$ cat src/sv/dmc_pkg.sv
// ----------------------------------------------------------------------------
// Dinucleotide motif counter package
// Shared widths, register codes, reset values, result bundle and helpers.
// ----------------------------------------------------------------------------
`default_nettype none

package dmc_pkg;

   localparam int MAX_LEN    = 256;
   localparam int NUM_MOTIFS = 5;
   localparam int NUM_PAIRS  = 5;
   localparam int NUM_SLOTS  = 2 * NUM_PAIRS;

   localparam int CHAR_W  = 8;
   localparam int PAIR_W  = 16;
   localparam int COUNT_W = 8;
   localparam int MOTIF_W = 3;
   localparam int SLOT_W  = 4;
   localparam int CSR_IDX_W = 3;

   localparam logic [COUNT_W-1:0] SAT_TOP =
      COUNT_W'(((MAX_LEN - 1) > 255) ? 255 : (MAX_LEN - 1));
   localparam logic [MOTIF_W-1:0] MOTIF_LIMIT =
      MOTIF_W'((NUM_MOTIFS < NUM_PAIRS) ? NUM_MOTIFS : NUM_PAIRS);

   localparam logic [CSR_IDX_W-1:0] CSR_MOTIF_ZERO  = 3'd0;
   localparam logic [CSR_IDX_W-1:0] CSR_MOTIF_ONE   = 3'd1;
   localparam logic [CSR_IDX_W-1:0] CSR_MOTIF_TWO   = 3'd2;
   localparam logic [CSR_IDX_W-1:0] CSR_MOTIF_THREE = 3'd3;
   localparam logic [CSR_IDX_W-1:0] CSR_MOTIF_FOUR  = 3'd4;
   localparam logic [CSR_IDX_W-1:0] CSR_ACTIVE      = 3'd5;

   localparam logic [NUM_PAIRS-1:0][PAIR_W-1:0] PAIR_RESET =
      {16'h4141, 16'h4743, 16'h5441, 16'h4354, 16'h4147};
   localparam logic [MOTIF_W-1:0] ACTIVE_RESET = 3'd5;

   localparam logic KIND_MATCH = 1'b0;
   localparam logic KIND_TOTAL = 1'b1;

   typedef struct packed {
      logic [NUM_PAIRS-1:0][PAIR_W-1:0] pairs;
      logic [MOTIF_W-1:0]               active;
   } csr_type;

   // Slots 0 to 4 are match results, slots 5 to 9 are totals.
   typedef struct packed {
      logic [NUM_SLOTS-1:0]              pending;
      logic [NUM_PAIRS-1:0][COUNT_W-1:0] counts;
      logic [COUNT_W-1:0]                start;
   } bundle_type;

   function automatic logic [COUNT_W-1:0] sat_inc(input logic [COUNT_W-1:0] v);
      return (v >= SAT_TOP) ? SAT_TOP : COUNT_W'(v + 1'b1);
   endfunction

endpackage

`default_nettype wire

$ cat src/sv/dmc_csr.sv
// ----------------------------------------------------------------------------
// Dinucleotide motif counter configuration registers
// Holds the five motif pairs and the active motif count.
// ----------------------------------------------------------------------------
`default_nettype none

module dmc_csr (
   input  wire logic                              clock,
   input  wire logic                              reset,
   input  wire logic                              csr_we,
   input  wire logic [dmc_pkg::CSR_IDX_W-1:0]     csr_index,
   input  wire logic [dmc_pkg::PAIR_W-1:0]        csr_wdata,
   output dmc_pkg::csr_type                       csr
);

   dmc_pkg::csr_type csr_ff;

   always_ff @(posedge clock) begin
      if (reset) begin
         csr_ff.pairs  <= dmc_pkg::PAIR_RESET;
         csr_ff.active <= dmc_pkg::ACTIVE_RESET;
      end else if (csr_we) begin
         case (csr_index)
            dmc_pkg::CSR_MOTIF_ZERO:  csr_ff.pairs[0] <= csr_wdata;
            dmc_pkg::CSR_MOTIF_ONE:   csr_ff.pairs[1] <= csr_wdata;
            dmc_pkg::CSR_MOTIF_TWO:   csr_ff.pairs[2] <= csr_wdata;
            dmc_pkg::CSR_MOTIF_THREE: csr_ff.pairs[3] <= csr_wdata;
            dmc_pkg::CSR_MOTIF_FOUR:  csr_ff.pairs[4] <= csr_wdata;
            dmc_pkg::CSR_ACTIVE:      csr_ff.active <= csr_wdata[dmc_pkg::MOTIF_W-1:0];
            default: begin
            end
         endcase
      end
   end

   assign csr = csr_ff;

endmodule

`default_nettype wire

$ cat src/sv/dmc_core.sv
// ----------------------------------------------------------------------------
// Dinucleotide motif counter core
// Input register, sequence state and the per-character match logic.
// ----------------------------------------------------------------------------
`default_nettype none

module dmc_core (
   input  wire logic                         clock,
   input  wire logic                         reset,
   input  dmc_pkg::csr_type                  csr,
   input  wire logic                         req_valid,
   output logic                              req_ready,
   input  wire logic [dmc_pkg::CHAR_W-1:0]   req_base_char,
   input  wire logic                         req_seq_start,
   input  wire logic                         req_seq_end,
   input  wire logic                         out_free,
   output logic                              bundle_load,
   output dmc_pkg::bundle_type               bundle
);

   localparam int NP = dmc_pkg::NUM_PAIRS;
   localparam int CW = dmc_pkg::COUNT_W;

   logic                         in_valid_ff;
   logic [dmc_pkg::CHAR_W-1:0]   in_char_ff;
   logic                         in_start_ff;
   logic                         in_end_ff;

   logic [dmc_pkg::CHAR_W-1:0]   prev_char_ff;
   logic                         prev_valid_ff;
   logic [CW-1:0]                position_ff;
   logic [NP-1:0][CW-1:0]        counts_ff;

   logic [dmc_pkg::MOTIF_W-1:0]  used;
   logic [NP-1:0]                enabled;
   logic                         eff_valid;
   logic [dmc_pkg::CHAR_W-1:0]   eff_char;
   logic [CW-1:0]                eff_pos;
   logic [NP-1:0][CW-1:0]        eff_counts;
   logic [NP-1:0]                hit;
   logic [NP-1:0][CW-1:0]        new_counts;
   logic [CW-1:0]                pos_in;
   logic                         has_results;
   logic                         advance;

   always_comb begin
      used = (csr.active < dmc_pkg::MOTIF_LIMIT) ? csr.active : dmc_pkg::MOTIF_LIMIT;
      eff_valid  = in_start_ff ? 1'b0 : prev_valid_ff;
      eff_char   = in_start_ff ? '0 : prev_char_ff;
      eff_pos    = in_start_ff ? '0 : position_ff;
      eff_counts = in_start_ff ? '0 : counts_ff;
      for (int i = 0; i < NP; i++) begin
         enabled[i] = dmc_pkg::MOTIF_W'(i) < used;
         hit[i] = enabled[i] && eff_valid
                  && (eff_char == csr.pairs[i][15:8])
                  && (in_char_ff == csr.pairs[i][7:0]);
         new_counts[i] = hit[i] ? dmc_pkg::sat_inc(eff_counts[i]) : eff_counts[i];
      end
      pos_in = eff_valid ? dmc_pkg::sat_inc(eff_pos) : '0;
      bundle.pending = {(in_end_ff ? enabled : {NP{1'b0}}), hit};
      bundle.counts  = new_counts;
      bundle.start   = eff_pos;
   end

   assign has_results = |bundle.pending;
   assign advance     = in_valid_ff && (!has_results || out_free);
   assign bundle_load = advance && has_results;
   assign req_ready   = !in_valid_ff || advance;

   always_ff @(posedge clock) begin
      if (reset) begin
         in_valid_ff <= 1'b0;
      end else if (req_valid && req_ready) begin
         in_valid_ff <= 1'b1;
      end else if (advance) begin
         in_valid_ff <= 1'b0;
      end
   end

   always_ff @(posedge clock) begin
      if (req_valid && req_ready) begin
         in_char_ff  <= req_base_char;
         in_start_ff <= req_seq_start;
         in_end_ff   <= req_seq_end;
      end
   end

   always_ff @(posedge clock) begin
      if (reset) begin
         prev_char_ff  <= '0;
         prev_valid_ff <= 1'b0;
         position_ff   <= '0;
         counts_ff     <= '0;
      end else if (advance) begin
         if (in_end_ff) begin
            prev_char_ff  <= '0;
            prev_valid_ff <= 1'b0;
            position_ff   <= '0;
            counts_ff     <= '0;
         end else begin
            prev_char_ff  <= in_char_ff;
            prev_valid_ff <= 1'b1;
            position_ff   <= pos_in;
            counts_ff     <= new_counts;
         end
      end
   end

endmodule

`default_nettype wire

$ cat src/sv/dmc_out.sv
// ----------------------------------------------------------------------------
// Dinucleotide motif counter result serializer
// Holds one item's results and sends them in slot order, one per cycle while rsp_ready is high.
// ----------------------------------------------------------------------------
`default_nettype none

module dmc_out (
   input  wire logic                          clock,
   input  wire logic                          reset,
   input  wire logic                          bundle_load,
   input  dmc_pkg::bundle_type                bundle,
   output logic                               out_free,
   output logic                               rsp_valid,
   input  wire logic                          rsp_ready,
   output logic                               rsp_kind,
   output logic [dmc_pkg::MOTIF_W-1:0]        rsp_motif_number,
   output logic [dmc_pkg::COUNT_W-1:0]        rsp_start_index,
   output logic [dmc_pkg::COUNT_W-1:0]        rsp_match_count,
   output logic                               rsp_final_result
);

   localparam int NS = dmc_pkg::NUM_SLOTS;
   localparam int NP = dmc_pkg::NUM_PAIRS;

   logic [NS-1:0]                          pending_ff;
   logic [NP-1:0][dmc_pkg::COUNT_W-1:0]    counts_ff;
   logic [dmc_pkg::COUNT_W-1:0]            start_ff;

   logic [dmc_pkg::SLOT_W-1:0]             sel;
   logic [NS-1:0]                          rest;
   logic [dmc_pkg::MOTIF_W-1:0]            motif;
   logic                                   take;

   always_comb begin
      sel = '0;
      for (int i = NS - 1; i >= 0; i--) begin
         if (pending_ff[i]) begin
            sel = dmc_pkg::SLOT_W'(i);
         end
      end
      rest = pending_ff & ~(NS'(1) << sel);
      rsp_kind = (sel >= dmc_pkg::SLOT_W'(NP)) ? dmc_pkg::KIND_TOTAL : dmc_pkg::KIND_MATCH;
      motif = (rsp_kind == dmc_pkg::KIND_TOTAL)
              ? dmc_pkg::MOTIF_W'(sel - dmc_pkg::SLOT_W'(NP))
              : dmc_pkg::MOTIF_W'(sel);
   end

   assign rsp_valid        = |pending_ff;
   assign rsp_final_result = (rest == '0);
   assign rsp_motif_number = motif;
   assign rsp_start_index  = (rsp_kind == dmc_pkg::KIND_TOTAL) ? '0 : start_ff;
   assign rsp_match_count  = counts_ff[motif];
   assign take             = rsp_valid && rsp_ready;
   assign out_free         = !rsp_valid || (take && rsp_final_result);

   always_ff @(posedge clock) begin
      if (reset) begin
         pending_ff <= '0;
      end else if (bundle_load) begin
         pending_ff <= bundle.pending;
      end else if (take) begin
         pending_ff <= rest;
      end
   end

   always_ff @(posedge clock) begin
      if (bundle_load) begin
         counts_ff <= bundle.counts;
         start_ff  <= bundle.start;
      end
   end

endmodule

`default_nettype wire

$ cat src/sv/dinucleotide_motif_counter.sv
// ----------------------------------------------------------------------------
// Dinucleotide motif counter
// Counts two-letter motifs in a character stream and reports each match and
// the per-motif totals at the end of a sequence.
//
// The request channel takes one character per cycle while req_ready is high,
// with seq_start and seq_end flags. The response channel carries one result
// per transfer: match events in stream order, then totals after the last
// character, with final_result set on the last result caused by a request.
// An accepted request waits in the core's input register; its results are
// then loaded into the serializer, which drives the response ports.
// Requests flow at one per cycle while each causes at most one result and
// rsp_ready is high; a request with more results holds the response channel
// until all are taken, as the serializer sends one result per cycle while
// rsp_ready is high. When the receiver stalls, a request with results waits
// in the input register while the held results wait; then req_ready drops.
// Reset restores the default motifs and active count and clears the sequence
// state and any pending results. Configuration is written through csr_we,
// csr_index and csr_wdata; the user does so only while the block is idle, which the block does not enforce.
// ----------------------------------------------------------------------------
`default_nettype none

module dinucleotide_motif_counter (
   input  wire logic                          clock,
   input  wire logic                          reset,
   input  wire logic                          req_valid,
   output logic                               req_ready,
   input  wire logic [dmc_pkg::CHAR_W-1:0]    req_base_char,
   input  wire logic                          req_seq_start,
   input  wire logic                          req_seq_end,
   output logic                               rsp_valid,
   input  wire logic                          rsp_ready,
   output logic                               rsp_kind,
   output logic [dmc_pkg::MOTIF_W-1:0]        rsp_motif_number,
   output logic [dmc_pkg::COUNT_W-1:0]        rsp_start_index,
   output logic [dmc_pkg::COUNT_W-1:0]        rsp_match_count,
   output logic                               rsp_final_result,
   input  wire logic                          csr_we,
   input  wire logic [dmc_pkg::CSR_IDX_W-1:0] csr_index,
   input  wire logic [dmc_pkg::PAIR_W-1:0]    csr_wdata
);

   dmc_pkg::csr_type    csr;
   dmc_pkg::bundle_type bundle;
   logic                bundle_load;
   logic                out_free;

   dmc_csr u_csr (
      .clock     (clock),
      .reset     (reset),
      .csr_we    (csr_we),
      .csr_index (csr_index),
      .csr_wdata (csr_wdata),
      .csr       (csr)
   );

   dmc_core u_core (
      .clock         (clock),
      .reset         (reset),
      .csr           (csr),
      .req_valid     (req_valid),
      .req_ready     (req_ready),
      .req_base_char (req_base_char),
      .req_seq_start (req_seq_start),
      .req_seq_end   (req_seq_end),
      .out_free      (out_free),
      .bundle_load   (bundle_load),
      .bundle        (bundle)
   );

   dmc_out u_out (
      .clock            (clock),
      .reset            (reset),
      .bundle_load      (bundle_load),
      .bundle           (bundle),
      .out_free         (out_free),
      .rsp_valid        (rsp_valid),
      .rsp_ready        (rsp_ready),
      .rsp_kind         (rsp_kind),
      .rsp_motif_number (rsp_motif_number),
      .rsp_start_index  (rsp_start_index),
      .rsp_match_count  (rsp_match_count),
      .rsp_final_result (rsp_final_result)
   );

endmodule

`default_nettype wire

$ cat config.mk
export PLATFORM = sky130hd
export DESIGN_NAME = dinucleotide_motif_counter
export DESIGN_NICKNAME = d
export VERILOG_FILES = /design/src/sv/dmc_pkg.sv /design/src/sv/dmc_csr.sv /design/src/sv/dmc_core.sv /design/src/sv/dmc_out.sv /design/src/sv/dinucleotide_motif_counter.sv
export SDC_FILE = /design/constraint.sdc
export NUM_CORES = 1
export LEC_CHECK = 0
export BUFFER_PORTS_ARGS = -buffer_cell sky130_fd_sc_hd__buf_4
export CELL_PAD_IN_SITES_DETAIL_PLACEMENT = 1
export CELL_PAD_IN_SITES_GLOBAL_PLACEMENT = 2
export CORE_MARGIN = 8
export CORE_UTILIZATION = 41
export DETAILED_ROUTE_END_ITERATION = 6
export GPL_ROUTABILITY_DRIVEN = 0
export PLACE_DENSITY_LB_ADDON = 0.1
export SLEW_MARGIN = 15
export SYNTH_ARGS = -nofsm -noshare
export SYNTH_HDL_FRONTEND = slang
export SYNTH_SLANG_ARGS = --single-unit
export TNS_END_PERCENT = 50
$ cat constraint.sdc
create_clock -name clock -period 6.78 [get_ports clock]
set_clock_uncertainty 0.2 [all_clocks]
set_input_delay 2.034 -clock clock [delete_from_list [all_inputs] [get_ports clock]]
set_output_delay 2.034 -clock clock [all_outputs]
set_load 0.02 [all_outputs]
==> impl_metrics.env <==
export IMPL_grt_pass1_wl_um=57100
export IMPL_required_ns=4.55
export IMPL_antenna_found_initial=0
export IMPL_rsz0062_at_grt="false"
export IMPL_insertedDiodeCount=0
export IMPL_synth_seq_cells=209
export IMPL_synth_async_sr_flop_share_pct=0
export IMPL_combPwrFrac_pct=15.3
export IMPL_leakagePower_nw=4.76
export IMPL_ys_flop_type="dfxtp_1"
export IMPL_overflow=0
export IMPL_synth_edff_count=58
export IMPL_status="finished, final reports clean"
export IMPL_synth_area_per_cell_um2=8.56
export IMPL_p_sw_share_pct=27.6
export IMPL_initial_utilization_pct=41.3
export IMPL_clock_power_share_pct=43.3
export IMPL_ant_nets=0
export IMPL_cp_data_arrival_time_ns=4.02
export IMPL_syn_inst=1289
export IMPL_hp_class="flip-flop to flip-flop"
export IMPL_grt_pass1_vias=9915
export IMPL_yosysWarnings=0
export IMPL_viasPerCell=5.72
export IMPL_irDropWorstVdd_mv=0.137
export IMPL_die_y_um=180
export IMPL_setup_viol=0
export IMPL_cp_top_family="compound AO/OA/AOI/OAI gates"
export IMPL_grt_use_total_pct=21.9
export IMPL_final_common_cell="nand2_1"
export IMPL_synthToLayoutAreaGrowth_pct=13.2
export IMPL_grt_max_degree=70
export IMPL_critPathMaxFanout=11
export IMPL_cts_setup_buffers=0
export IMPL_setup_ws_ns=0.529
export IMPL_drt_first_pass_iters=5
export IMPL_critPathBufInv=3
export IMPL_fin_nets=1353
export IMPL_numCtsBuffers=25
export IMPL_power_internal_mw=2.37
export IMPL_power_frac_seq_pct=41.5
export IMPL_clk_pin_slew_worst_paths_ns=0.06
export IMPL_htreeDepth=1
export IMPL_drive_above_1_share_pct=11.3
export IMPL_post_cts_resized=0
export IMPL_dpl_cell_area_um2=11600
export IMPL_layout_common_cells="nand2_1, dfxtp_1, a21oi_1"
export IMPL_finalInstanceArea_um2=12500
export IMPL_drtIter0Drc=498
export IMPL_worstMarginPinSlew_ns=1.08
export IMPL_dp_hpwl_um=25600
export IMPL_p_switching_mw=0.904
export IMPL_syn_nets=1334
export IMPL_preCtsSetupSlack_ns=1.03
export IMPL_path_class="flip-flop to output pin"
export IMPL_period_minus_slack_ns=6.25
export IMPL_drc=0
export IMPL_routed_wl_um=36400
export IMPL_setup_tns_ns=0
export IMPL_core_area_um2=26700
export IMPL_cp_start_kind="flip-flop"
export IMPL_seq_area_frac_synth_pct=43.2
export IMPL_clock_latency_ns=0.52
export IMPL_max_freq_mhz=160
export IMPL_p_per_area_nw_per_um2=262
export IMPL_wire_per_inst_um=21.9
export IMPL_slew_headroom_pct=27.9
export IMPL_clk_root_buffer_cell="clkbuf_16"
export IMPL_cts_sink_count=209
export IMPL_slew_violations=0
export IMPL_dieArea_um2=32400
export IMPL_synth_distinct_cells=76
export IMPL_period_share_pct=92.2
export IMPL_cap_violations=0
export IMPL_finalHoldViolCount=0
export IMPL_hold_ws_ns=0.261
export IMPL_clock_path_buffers=3
export IMPL_num_rows=60
export IMPL_critPathMaxStageDelay_ns=0.65
export IMPL_slowest_stage="o31ai_1"
export IMPL_end_kind="output pin"
export IMPL_hold_buffers=0
export IMPL_io_buffers=56
export IMPL_path_cells="nor2b_1, o21bai_1, a21oi_1, o31ai_1, inv_1, ha_1, o311ai_2, buf_4, xnor2_2, nor2_1, a21oi_1, o22ai_1, buf_4"
export IMPL_io_pins=57
export IMPL_via_count=9534
export IMPL_cts_tree="yes"
export IMPL_die_w_um=180
export IMPL_syn_area_um2=11000
-- logic make-up after synthesis --
kind of cell    share of synthesized area, %
compound gates                          14.9
flops                                   43.2
buf+inv                                 4.49
fa+ha+maj                               1.25
simple gates                            27.9
xor+xnor                                5.23
mux                                     3.04
-- cell type report --
class,count,area (um2)
multi-input cells,971,5800
repair buffers,72,541
clock inverters,10,150
flip-flops and latches,209,4760
well taps,341,427
clock buffers,34,709
fillers,3170,14200
inverters,29,110
-- sequential cells by signal, summed over array words and instances (netlist names) --
register / count
u_csr.csr: 83
u_out.pending_ff: 10
u_core.in_valid_ff: 1
u_core.in_end_ff: 1
u_core.in_char_ff: 8
u_out.start_ff: 8
u_core.prev_valid_ff: 1
u_core.position_ff: 8
u_out.counts_ff: 40
u_core.in_start_ff: 1
u_core.prev_char_ff: 8
u_core.counts_ff: 40
-- path summary, 6_finish.rpt --
path                         from              endpoint  slack (ns)  cells past startpoint
max           u_out.pending_ff[9]    rsp_match_count[5]        0.53                     13
max reg2reg    u_core.in_start_ff     u_out.start_ff[5]        2.19                      7
min reg2reg  u_core.counts_ff[17]  u_core.counts_ff[17]        0.26                      2
min          u_core.counts_ff[17]  u_core.counts_ff[17]        0.26                      2
-- per-layer routing --
metal | wire, um | vias up | track usage, %
met4 | 913 | 0 | 6.28
met3 | 992 | 53 | 2.20
li1 | - | 4609 | -
met5 | 0 | - | 0
met1 | 16300 | 4735 | 26.9
met2 | 18200 | 137 | 40.1
-- power by group through the flow --
stage | logic (mW) | registers, mW | clock network (mW)
after floorplan | 0.345 | 1.35 | 0
after global placement | 0.497 | 1.38 | 0
after detailed placement | 0.503 | 1.38 | 0
after CTS | 0.506 | 1.36 | 1.44
after global routing | 0.544 | 1.36 | 1.49
final | 0.499 | 1.36 | 1.42
-- metrics by stage --
stage	cells	power [mW]	utilization, %
after CTS	1666	3.31	46.8
after floorplan	1289	1.70	-
final	1666	3.27	46.8
after detailed placement	1622	1.89	43.5
after global routing	1666	3.40	46.8
after global placement	1622	1.88	43.5
-- synthesized netlist by cell type, types with 17 or more instances --
master	count	area share, %
a21oi_1	104	4.7
a31o_1	21	1.7
and3_1	32	1.8
buf_2	21	0.95
clkbuf_1	38	1.3
dfxtp_1	151	27
edfxtp_1	58	16
inv_1	27	0.92
mux2i_1	29	2.6
nand2_1	235	8.0
nand3_1	84	3.8
nand3b_1	17	1.2
nand4_1	19	1.1
nor2_1	74	2.5
nor2b_1	36	2.0
nor3_1	27	1.2
xor2_1	50	4.0
-- tightest hold or removal path, cell delays in order, from the launching register on --
cell	delay, ns
dfxtp_1	0.30
nand3_1	0.06
o21ai_1	0.05
Power figures use the tool's default switching activity.
